<file path="src/hw/rtl/vbd_pkg.sv">
`timescale 1ns / 1ps

package vbd_pkg;

  localparam int NUM_CHANNELS = 16;
  localparam int SAMPLE_WIDTH = 16;

  localparam int CH_W       = 4;
  localparam int IDX_W      = (NUM_CHANNELS > 1) ? $clog2(NUM_CHANNELS) : 1;
  localparam int THR_W      = 15;
  localparam int HOLD_W     = 8;
  localparam int PEAK_W     = 16;
  localparam int CNT_W      = 16;
  localparam int RISE_W     = SAMPLE_WIDTH + 1;
  localparam int CMP_W      = (RISE_W > PEAK_W + 1) ? RISE_W : PEAK_W + 1;
  localparam int CFG_IDX_W  = 2;
  localparam int CFG_DATA_W = 16;

  localparam logic [THR_W-1:0]  THR_RESET  = THR_W'(328);
  localparam logic [HOLD_W-1:0] HOLD_RESET = HOLD_W'(8);

  typedef enum logic [CFG_IDX_W-1:0] {
    CFG_RISE_THRESHOLD = 2'd0,
    CFG_HOLDOFF        = 2'd1
  } cfg_idx_t;

  typedef struct packed {
    logic [THR_W-1:0]  rise_threshold;
    logic [HOLD_W-1:0] holdoff_samples;
  } cfg_t;

  typedef struct packed {
    logic [CH_W-1:0]                channel;
    logic signed [SAMPLE_WIDTH-1:0] z_position;
  } item_t;

  typedef struct packed {
    logic              bump;
    logic [CH_W-1:0]   bump_channel;
    logic [PEAK_W-1:0] peak_rise;
    logic [CNT_W-1:0]  bumps_so_far;
  } result_t;

endpackage

</file>
<file path="src/hw/rtl/vbd_in_if.sv">
`timescale 1ns / 1ps

interface vbd_in_if;
  import vbd_pkg::*;

  logic                           valid;
  logic                           ready;
  logic [CH_W-1:0]                channel;
  logic signed [SAMPLE_WIDTH-1:0] z_position;

  modport source (output valid, output channel, output z_position, input ready);
  modport sink (input valid, input channel, input z_position, output ready);
endinterface

</file>
<file path="src/hw/rtl/vbd_out_if.sv">
`timescale 1ns / 1ps

interface vbd_out_if;
  import vbd_pkg::*;

  logic              valid;
  logic              ready;
  logic              bump;
  logic [CH_W-1:0]   bump_channel;
  logic [PEAK_W-1:0] peak_rise;
  logic [CNT_W-1:0]  bumps_so_far;

  modport source (
    output valid, output bump, output bump_channel, output peak_rise,
    output bumps_so_far, input ready
  );
  modport sink (
    input valid, input bump, input bump_channel, input peak_rise,
    input bumps_so_far, output ready
  );
endinterface

</file>
<file path="src/hw/rtl/vbd_cfg_if.sv">
`timescale 1ns / 1ps

interface vbd_cfg_if;
  import vbd_pkg::*;

  logic                  valid;
  logic                  ready;
  logic [CFG_IDX_W-1:0]  index;
  logic [CFG_DATA_W-1:0] data;

  modport source (output valid, output index, output data, input ready);
  modport sink (input valid, input index, input data, output ready);
endinterface

</file>
<file path="src/hw/rtl/vbd_cfg_regs.sv">
`timescale 1ns / 1ps

module vbd_cfg_regs (
  input  logic          clk,
  input  logic          rst_n,
  vbd_cfg_if.sink       cfg_wr,
  output vbd_pkg::cfg_t cfg_o
);
  import vbd_pkg::*;

  cfg_t cfg_r;
  cfg_t cfg_nxt;

  assign cfg_wr.ready = 1'b1;
  assign cfg_o        = cfg_r;

  always_comb begin
    cfg_nxt = cfg_r;
    if (cfg_wr.valid) begin
      case (cfg_wr.index)
        CFG_RISE_THRESHOLD: cfg_nxt.rise_threshold  = cfg_wr.data[THR_W-1:0];
        CFG_HOLDOFF:        cfg_nxt.holdoff_samples = cfg_wr.data[HOLD_W-1:0];
        default:            cfg_nxt = cfg_r;
      endcase
    end
  end

  always_ff @(posedge clk) begin
    if (!rst_n) begin
      cfg_r.rise_threshold  <= THR_RESET;
      cfg_r.holdoff_samples <= HOLD_RESET;
    end else begin
      cfg_r <= cfg_nxt;
    end
  end
endmodule

</file>
<file path="src/hw/rtl/vbd_core.sv">
`timescale 1ns / 1ps

module vbd_core (
  input  logic             clk,
  input  logic             rst_n,
  input  logic             fire_i,
  input  vbd_pkg::item_t   item_i,
  input  vbd_pkg::cfg_t    cfg_i,
  output vbd_pkg::result_t result_o
);
  import vbd_pkg::*;

  localparam logic signed [CMP_W-1:0] PEAK_MAX_W = CMP_W'({PEAK_W{1'b1}});

  logic signed [SAMPLE_WIDTH-1:0] prev_z_r [NUM_CHANNELS];
  logic                           armed_r  [NUM_CHANNELS];
  logic [PEAK_W-1:0]              peak_r   [NUM_CHANNELS];
  logic [HOLD_W-1:0]              since_r  [NUM_CHANNELS];
  logic                           primed_r [NUM_CHANNELS];
  logic [CNT_W-1:0]               total_r  [NUM_CHANNELS];

  logic [IDX_W-1:0]               idx;
  logic                           in_range;
  logic signed [SAMPLE_WIDTH-1:0] prev_nxt;
  logic                           armed_nxt;
  logic [PEAK_W-1:0]              peak_nxt;
  logic [HOLD_W-1:0]              since_nxt;
  logic                           primed_nxt;
  logic [CNT_W-1:0]               total_nxt;
  logic signed [CMP_W-1:0]        z_w;
  logic signed [CMP_W-1:0]        prev_w;
  logic signed [CMP_W-1:0]        rise;
  logic signed [CMP_W-1:0]        thr_w;
  logic signed [CMP_W-1:0]        half_w;
  logic [PEAK_W-1:0]              rise_sat;

  assign idx      = item_i.channel[IDX_W-1:0];
  assign in_range = {1'b0, item_i.channel} < (CH_W+1)'(NUM_CHANNELS);

  assign z_w      = CMP_W'(item_i.z_position);
  assign prev_w   = CMP_W'(prev_z_r[idx]);
  assign rise     = z_w - prev_w;
  assign thr_w    = $signed(CMP_W'(cfg_i.rise_threshold));
  assign half_w   = $signed(CMP_W'(cfg_i.rise_threshold >> 1));
  assign rise_sat = (rise > PEAK_MAX_W) ? {PEAK_W{1'b1}} : rise[PEAK_W-1:0];

  always_comb begin
    prev_nxt   = item_i.z_position;
    armed_nxt  = armed_r[idx];
    peak_nxt   = peak_r[idx];
    primed_nxt = 1'b1;
    total_nxt  = total_r[idx];
    since_nxt  = (since_r[idx] == {HOLD_W{1'b1}}) ? since_r[idx] : since_r[idx] + 1'b1;

    result_o.bump         = 1'b0;
    result_o.bump_channel = item_i.channel;
    result_o.peak_rise    = '0;

    if (primed_r[idx] && (since_nxt >= cfg_i.holdoff_samples)) begin
      if (rise > thr_w) begin
        armed_nxt = 1'b1;
        if (peak_nxt < rise_sat) begin
          peak_nxt = rise_sat;
        end
      end
      if (!armed_nxt) begin
        peak_nxt = '0;
      end else if (rise < half_w) begin
        result_o.bump      = 1'b1;
        result_o.peak_rise = peak_nxt;
        armed_nxt          = 1'b0;
        peak_nxt           = '0;
        since_nxt          = '0;
        total_nxt          = total_nxt + 1'b1;
      end
    end

    result_o.bumps_so_far = total_nxt;

    if (!in_range) begin
      result_o.bump         = 1'b0;
      result_o.peak_rise    = '0;
      result_o.bumps_so_far = '0;
    end
  end

  always_ff @(posedge clk) begin
    if (!rst_n) begin
      for (int i = 0; i < NUM_CHANNELS; i++) begin
        prev_z_r[i] <= '0;
        armed_r[i]  <= 1'b0;
        peak_r[i]   <= '0;
        since_r[i]  <= '0;
        primed_r[i] <= 1'b0;
        total_r[i]  <= '0;
      end
    end else if (fire_i && in_range) begin
      prev_z_r[idx] <= prev_nxt;
      armed_r[idx]  <= armed_nxt;
      peak_r[idx]   <= peak_nxt;
      since_r[idx]  <= since_nxt;
      primed_r[idx] <= primed_nxt;
      total_r[idx]  <= total_nxt;
    end
  end
endmodule

</file>
<file path="src/hw/rtl/vertical_bump_detector.sv">
`timescale 1ns / 1ps
// An accepted request is held in the input register, its result in the result
// register. Throughput: one request per cycle unless out_res.ready stalls it;
// the per-channel state read-modify-write between them sets that figure.
// Reset (rst_n low, synchronous): both stages empty, all channel state zero,
// rise_threshold 328, holdoff_samples 8.
module vertical_bump_detector (
  input  logic      clk,
  input  logic      rst_n,
  vbd_in_if.sink    in_req,
  vbd_out_if.source out_res,
  vbd_cfg_if.sink   cfg_wr
);
  import vbd_pkg::*;

  logic    s1_valid_r;
  item_t   s1_item_r;
  logic    out_valid_r;
  result_t out_res_r;
  cfg_t    cfg;
  result_t result;
  logic    advance;
  logic    in_fire;

  assign advance      = !out_valid_r || out_res.ready;
  assign in_req.ready = !s1_valid_r || advance;
  assign in_fire      = in_req.valid && in_req.ready;

  vbd_cfg_regs u_cfg (
    .clk    (clk),
    .rst_n  (rst_n),
    .cfg_wr (cfg_wr),
    .cfg_o  (cfg)
  );

  vbd_core u_core (
    .clk      (clk),
    .rst_n    (rst_n),
    .fire_i   (s1_valid_r && advance),
    .item_i   (s1_item_r),
    .cfg_i    (cfg),
    .result_o (result)
  );

  always_ff @(posedge clk) begin
    if (!rst_n) begin
      s1_valid_r <= 1'b0;
    end else if (in_req.ready) begin
      s1_valid_r <= in_req.valid;
    end
  end

  always_ff @(posedge clk) begin
    if (in_fire) begin
      s1_item_r.channel    <= in_req.channel;
      s1_item_r.z_position <= in_req.z_position;
    end
  end

  always_ff @(posedge clk) begin
    if (!rst_n) begin
      out_valid_r <= 1'b0;
    end else if (advance) begin
      out_valid_r <= s1_valid_r;
    end
  end

  always_ff @(posedge clk) begin
    if (advance && s1_valid_r) begin
      out_res_r <= result;
    end
  end

  assign out_res.valid        = out_valid_r;
  assign out_res.bump         = out_res_r.bump;
  assign out_res.bump_channel = out_res_r.bump_channel;
  assign out_res.peak_rise    = out_res_r.peak_rise;
  assign out_res.bumps_so_far = out_res_r.bumps_so_far;

  a_no_peak_without_bump: assert property (@(posedge clk) disable iff (!rst_n)
    out_valid_r && !out_res_r.bump |-> out_res_r.peak_rise == '0)
    else $error("peak_rise nonzero without bump");

  a_accept_loads_stage: assert property (@(posedge clk) disable iff (!rst_n)
    in_fire |=> s1_valid_r)
    else $error("accepted request lost from input stage");

  a_stall_holds_stage: assert property (@(posedge clk) disable iff (!rst_n)
    s1_valid_r && !advance |=> s1_valid_r && $stable(s1_item_r))
    else $error("input stage changed while stalled");

  a_ready_only_when_space: assert property (@(posedge clk) disable iff (!rst_n)
    !in_req.ready |-> s1_valid_r && out_valid_r)
    else $error("ready low with a free stage");
endmodule
</file>
<file path="src/flat_wrapper.sv">
// flat-port wrapper written by rule: the top's interface ports become plain ports
module vertical_bump_detector_flat import vbd_pkg::*;
  (clk, rst_n, in_req_valid, in_req_channel, in_req_z_position, in_req_ready, out_res_valid, out_res_bump, out_res_bump_channel, out_res_peak_rise, out_res_bumps_so_far, out_res_ready, cfg_wr_valid, cfg_wr_index, cfg_wr_data, cfg_wr_ready);
  vbd_in_if in_req_i ();
  vbd_out_if out_res_i ();
  vbd_cfg_if cfg_wr_i ();
  input  logic clk;
  input  logic rst_n;
  input wire logic [$bits(in_req_i.valid)-1:0] in_req_valid;
  input wire logic [$bits(in_req_i.channel)-1:0] in_req_channel;
  input wire logic [$bits(in_req_i.z_position)-1:0] in_req_z_position;
  output wire logic [$bits(in_req_i.ready)-1:0] in_req_ready;
  output wire logic [$bits(out_res_i.valid)-1:0] out_res_valid;
  output wire logic [$bits(out_res_i.bump)-1:0] out_res_bump;
  output wire logic [$bits(out_res_i.bump_channel)-1:0] out_res_bump_channel;
  output wire logic [$bits(out_res_i.peak_rise)-1:0] out_res_peak_rise;
  output wire logic [$bits(out_res_i.bumps_so_far)-1:0] out_res_bumps_so_far;
  input wire logic [$bits(out_res_i.ready)-1:0] out_res_ready;
  input wire logic [$bits(cfg_wr_i.valid)-1:0] cfg_wr_valid;
  input wire logic [$bits(cfg_wr_i.index)-1:0] cfg_wr_index;
  input wire logic [$bits(cfg_wr_i.data)-1:0] cfg_wr_data;
  output wire logic [$bits(cfg_wr_i.ready)-1:0] cfg_wr_ready;
  assign in_req_i.valid = in_req_valid;
  assign in_req_i.channel = in_req_channel;
  assign in_req_i.z_position = in_req_z_position;
  assign in_req_ready = in_req_i.ready;
  assign out_res_valid = out_res_i.valid;
  assign out_res_bump = out_res_i.bump;
  assign out_res_bump_channel = out_res_i.bump_channel;
  assign out_res_peak_rise = out_res_i.peak_rise;
  assign out_res_bumps_so_far = out_res_i.bumps_so_far;
  assign out_res_i.ready = out_res_ready;
  assign cfg_wr_i.valid = cfg_wr_valid;
  assign cfg_wr_i.index = cfg_wr_index;
  assign cfg_wr_i.data = cfg_wr_data;
  assign cfg_wr_ready = cfg_wr_i.ready;
  vertical_bump_detector u_core (.clk(clk), .rst_n(rst_n), .in_req(in_req_i), .out_res(out_res_i), .cfg_wr(cfg_wr_i));
endmodule
</file>
<file path="config.mk">
export PLATFORM = sky130hd
export DESIGN_NAME = vertical_bump_detector_flat
export DESIGN_NICKNAME = d
export VERILOG_FILES = /design/src/hw/rtl/vbd_pkg.sv /design/src/hw/rtl/vbd_in_if.sv /design/src/hw/rtl/vbd_out_if.sv /design/src/hw/rtl/vbd_cfg_if.sv /design/src/hw/rtl/vbd_cfg_regs.sv /design/src/hw/rtl/vbd_core.sv /design/src/hw/rtl/vertical_bump_detector.sv /design/src/flat_wrapper.sv
export SDC_FILE = /design/constraint.sdc
export NUM_CORES = 1
export LEC_CHECK = 0
export ABC_AREA = 1
export ABC_CLOCK_PERIOD_IN_PS = 7700
export BUFFER_PORTS_ARGS = -buffer_cell sky130_fd_sc_hd__buf_2
export CAP_MARGIN = 20
export CORE_UTILIZATION = 51
export CTS_CLUSTER_SIZE = 24
export DETAILED_ROUTE_END_ITERATION = 8
export PLACE_DENSITY = 0.73
export SLEW_MARGIN = 20
export SYNTH_ARGS = -nofsm -noshare
export SYNTH_HDL_FRONTEND = slang
export SYNTH_HIERARCHICAL = 1
export SYNTH_SLANG_ARGS = --single-unit
</file>
<file path="constraint.sdc">
create_clock -name clk -period 7.7 [get_ports clk]
set_input_delay 0.77 -clock clk [delete_from_list [all_inputs] [get_ports clk]]
set_output_delay 0.77 -clock clk [all_outputs]
set_load 0.005 [all_outputs]
</file>
# == Yosys cells after proc, flatten, opt, wreduce, memory -nomap -nowiden ==
# Memories as Yosys holds them, arrays and structs flattened. A register that Yosys moved wholly into a read port is not among the register bits.
# Index checks and enable logic that the tools add are counted.
# word_totals
inputBits,43
word_cells,91
mem_bits_rw,928
output_inout_bits,40
register_bits,82
mem_count,6
# mem_list
name,words,word_bits,read_ports,rd_clocked_by_memory_dff,wr,line,source
u_core.u_core.peak_r,16,16,1,1,16,vbd_core.sv:17,logic [PEAK_W-1:0] peak_r [NUM_CHANNELS];
u_core.u_core.prev_z_r,16,16,1,1,16,vbd_core.sv:15,logic signed [SAMPLE_WIDTH-1:0] prev_z_r [NUM_CHANNELS];
u_core.u_core.total_r,16,16,1,1,16,vbd_core.sv:20,logic [CNT_W-1:0] total_r [NUM_CHANNELS];
u_core.u_core.since_r,16,8,1,1,16,vbd_core.sv:18,logic [HOLD_W-1:0] since_r [NUM_CHANNELS];
u_core.u_core.armed_r,16,1,1,1,16,vbd_core.sv:16,logic armed_r [NUM_CHANNELS];
u_core.u_core.primed_r,16,1,1,1,16,vbd_core.sv:19,logic primed_r [NUM_CHANNELS];
# op_classes
order_cmp,5
muxes,47
addsub,3
reduce_logical,18
eq_ne,2
# op_table
operator,count
2-to-1 mux 16 bit,12
2-to-1 mux 4 bit,12
OR reduction 16 bit,3
2-to-1 mux 8 bit,5
2-to-1 mux 1 bit,18
greater-than comparator 17 x 16 -> 1 bit,1
greater-than comparator 17 bit (second input constant),1
less-than comparator 17 x 15 -> 1 bit,1
subtractor 16 x 16 -> 17 bit,1
adder 16 x 1 -> 16 bit (second input constant),1
less-than comparator 16 bit,1
adder 8 x 1 -> 8 bit (second input constant),1
equality test 8 bit (second input constant),1
greater-or-equal comparator 8 bit,1
OR reduction 8 bit,1
AND reduction 2 bit,3
logical AND 1 bit,3
AND reduction 3 bit,1
equality test 2 x 1 -> 1 bit (second input constant),1
logical NOT 1 bit,2
logical NOT 2 bit,1
logical OR 1 bit,2
OR reduction 1 bit,2

# == Longest topological paths before layout ==
# depth
word_depth,10
ltp_mapped,41
mapped_depth_nobuf,33

# == Modules after synthesis ==
# The synthesis kept the hierarchy.
# by_module_without_submodules
module,seq_area_each_um2,instances,cells_each,area_per_inst_um2
vbd_core,27546.4,1,3859,43371.6
vertical_bump_detector,1751.7,1,70,1806.7
vbd_cfg_regs,460.4,1,144,1024.7

# == Least setup slack after synthesis ==
# OpenSTA, ideal clock, no wires.
# synth_timing
path_type,register -> register
start,register u_core/s1_item_r[17] (netlist name)
end,memory u_core.u_core.peak_r[6][15] (data pin)
path_stages_with_launch,38
setup_ps,276
slack_ps,1771
arrival_ps,5654
n_path_buf,9
required_time_ps,7424
synth_period_minus_slack_ps,5929
cell_sequence,edfxtp_1 -> buf_6 -> nand2_4 -> inv_4 -> buf_2 -> buf_4 -> buf_4 -> buf_4 -> buf_2 -> clkbuf_1 -> a22oi_1 -> a21oi_1 -> a2111oi_0 -> ha_1 -> nand3_1 -> nand2_1 -> nand2_1 -> nand2_1 -> [... 2 more ...] -> xor2_1 -> inv_1 -> ha_1 -> inv_1 -> nor3_1 -> nand2_1 -> nand2_1 -> nand2_1 -> nand2_1 -> nand2_1 -> nand2_1 -> nand2_2 -> nor2_2 -> buf_2 -> nand3_1 -> nand3_1 -> buf_2 -> a21oi_1
# synth_lines
element,line,source
start: declaration,vertical_bump_detector.sv:17,item_t s1_item_r;
end: declaration,vbd_core.sv:17,

==> impl_metrics.env <==
export IMPL_fp_coreArea_um2=89870
export IMPL_cp_end_kind="flop"
export IMPL_pin_count=83
export IMPL_h_tree_depth=3
export IMPL_dieArea_um2=91800
export IMPL_slew_viol_final=0
export IMPL_cpMostUsedCell="nand2_1"
export IMPL_cts_tree="built"
export IMPL_hold_buffers=0
export IMPL_p_leak_nw=18.84
export IMPL_hold_ws_ps=255.6
export IMPL_drt_iter0_markers=4523
export IMPL_num_antenna_cells=0
export IMPL_start_util=0.5141
export IMPL_ant_nets=0
export IMPL_layout_min_cycle_time_ps=7026
export IMPL_post_cts_buffers=0
export IMPL_max_cap_viol_count=0
export IMPL_syn_to_final_growth_pct=9.603
export IMPL_final_util=0.5635
export IMPL_yosys_cell_types_count=61
export IMPL_crit_family="compound AO/OA/AOI/OAI gates"
export IMPL_viasPerCell=6.331
export IMPL_required_ps=8070
export IMPL_cp_slowest_stage_delay_ps=850
export IMPL_skew_ps=34.91
export IMPL_rows=110
export IMPL_synth_nets=4186
export IMPL_hold_viol=0
export IMPL_cts_sinks=1010
export IMPL_tightest_slew_ps=1159
export IMPL_critPathBufInv=2
export IMPL_finalSetupTns_ps=0
export IMPL_fin_nets=4151
export IMPL_insertion_delay_ps=700
export IMPL_synth_seq_cells=1010
export IMPL_die_x_um=303.0
export IMPL_drive_above_1_share=0.1458
export IMPL_clock_fmax_mhz=142.3
export IMPL_clock_path_buffers=3
export IMPL_final_common_cell="edfxtp_1"
export IMPL_synth_top_area_frac=0.6194
export IMPL_portBuffers=80
export IMPL_rsz0062_at_grt="false"
export IMPL_grt_use_total=0.3018
export IMPL_drt_total_wl_mm=139.5
export IMPL_dp_hpwl_mm=76.18
export IMPL_cp_slowest_cell="a2111oi_0"
export IMPL_power_density_nw_per_um2=251.1
export IMPL_num_vias=33581
export IMPL_setup_viol=0
export IMPL_grt_max_degree=77
export IMPL_cp_data_arrival_time_ps=7400
export IMPL_drc=0
export IMPL_cts_resized=0
export IMPL_fillCellCount=7304
export IMPL_final_cell_mix="edfxtp_1, nand2_1, nor2_1"
export IMPL_grt_pass1_vias=32067
export IMPL_post_drt_wl_per_cell_um=26.29
export IMPL_die_h_um=303.0
export IMPL_yosys_area_top_type="edfxtp_1"
export IMPL_relSlewSlack=0.2276
export IMPL_ys_seq_area_frac=0.6441
export IMPL_placed_cell_area_um2=47420
export IMPL_gp_congestion=0.9043
export IMPL_power_w=0.01271
export IMPL_status="finished clean"
export IMPL_yosys_warnings=6
export IMPL_synthTopCellsByArea="edfxtp_1, a22oi_1, nand2_1, nor2_1, a21oi_1"
export IMPL_grt_pass1_wl_mm=202.5
export IMPL_min_period_over_period=0.9125
export IMPL_cts_buffers=104
export IMPL_grt_ovfl_total=0
export IMPL_antenna_found_initial=1
export IMPL_clock_root_buffer="clkbuf_16"
export IMPL_stdcell_area_um2=50640
export IMPL_crit_path_start_kind="flop"
export IMPL_path_clk_slew_ps=60
export IMPL_synth_avg_cell_area_um2=11.34
export IMPL_netlist_area_um2=46200
export IMPL_hp_class="in -> reg"
export IMPL_critical_path_max_fanout=73
export IMPL_ir_worst_vdd_mv=0.1914
export IMPL_setup_worst_path_class="reg -> reg"
export IMPL_drt_first_pass_iters=6
export IMPL_syn_inst=4073
-- state kept, by name (all words and copies together) (netlist names), 4 cells and up --
name / cells
u_core/u_core/peak_r: 256
u_core/u_core/prev_z_r: 256
u_core/u_core/total_r: 256
u_core/u_core/since_r: 128
u_core/u_cfg/cfg_o: 23
u_core/s1_item_r: 20
u_core/out_res.bumps_so_far: 16
u_core/out_res.peak_rise: 16
u_core/u_core/armed_r: 16
u_core/u_core/primed_r: 16
u_core/out_res.bump_channel: 4
-- synth_stat cells, drive strengths merged --
master,count
edfxtp,953
nand2,707
nor2,637
a21oi,451
a22oi,424
buf,183
inv,165
clkbuf,141
nand3,96
ha,69
dfxtp,57
nand4,53
o21ai,34
a21boi,18
xor2,16
a2111oi,15
nor3,11
o22ai,9
nand3b,6
a211oi,5
o21bai,5
a21o,3
clkinv,3
a31oi,2
a2111o,1
a31o,1
conb,1
fa,1
nor4,1
o211ai,1
o21a,1
o221ai,1
o31a,1
xnor2,1
-- logic make-up (layout without fill, tap and decap cells) --
| family | Yosys count | in the layout | synth area share |
|---|---|---|---|
| AOI/OAI and AO/OA | 972 | 972 | 0.1414 |
| DFF | 1010 | 1010 | 0.6441 |
| xor gates and xnor gates | 17 | 17 | 0.004198 |
| buffers and inverters | 492 | 547 | 0.05059 |
| and+or+nand+nor | 1511 | 1511 | 0.1405 |
| adders and majority gates | 70 | 70 | 0.01912 |
| other | 1 | 1 | 0.00008116 |
-- power by group --
group          switching, W  total [W]  internal (W)
clock network       0.00213    0.00478       0.00265
logic               0.00126    0.00166      0.000403
registers         0.0000698    0.00627       0.00620
total               0.00345     0.0127       0.00926
-- metal layers --
| layer | wire [um] | vias up | global-route usage |
|---|---|---|---|
| li1 | - | 14535 | - |
| met1 | 50200 | 16156 | 0.3902 |
| met2 | 64630 | 2401 | 0.4845 |
| met3 | 16980 | 489 | 0.06022 |
| met4 | 7648 | 0 | 0.1540 |
| met5 | 0 | - | 0 |
-- stage by stage --
step	worst slack, ps	cells
2_1_floorplan	1771	4073
3_3_place_gp	951.7	5108
3_5_place_dp	810.5	5108
4_1_cts	777.0	5304
5_1_grt	393.2	5304
6_report	674.0	5304
-- final timing paths --
check / from / endpoint / slack, ps / depth (start not counted)
worst max register to register: u_core/s1_item_r[17] / u_core/u_core/total_r[4][5] / 670 / 26
worst min-delay path: in_req_z_position[14] / u_core/s1_item_r[14] / 260 / 1
worst max-delay path: u_core/s1_item_r[17] / u_core/u_core/total_r[4][5] / 670 / 26
worst min register to register: u_core/u_core/primed_r[14] / u_core/u_core/primed_r[14] / 440 / 2
-- layout make-up --
type / count / area, um2 / area share
sequential: 1010 / 29760 / 0.5877
tap: 1176 / 1471 / 0.02906
multi-input combinational: 2571 / 14370 / 0.2838
clock inverter: 64 / 447.9 / 0.008845
timing repair buffer: 183 / 1176 / 0.02323
clock buffer: 132 / 2771 / 0.05473
inverter: 168 / 640.6 / 0.01265
Power figures use the tool's default switching activity.
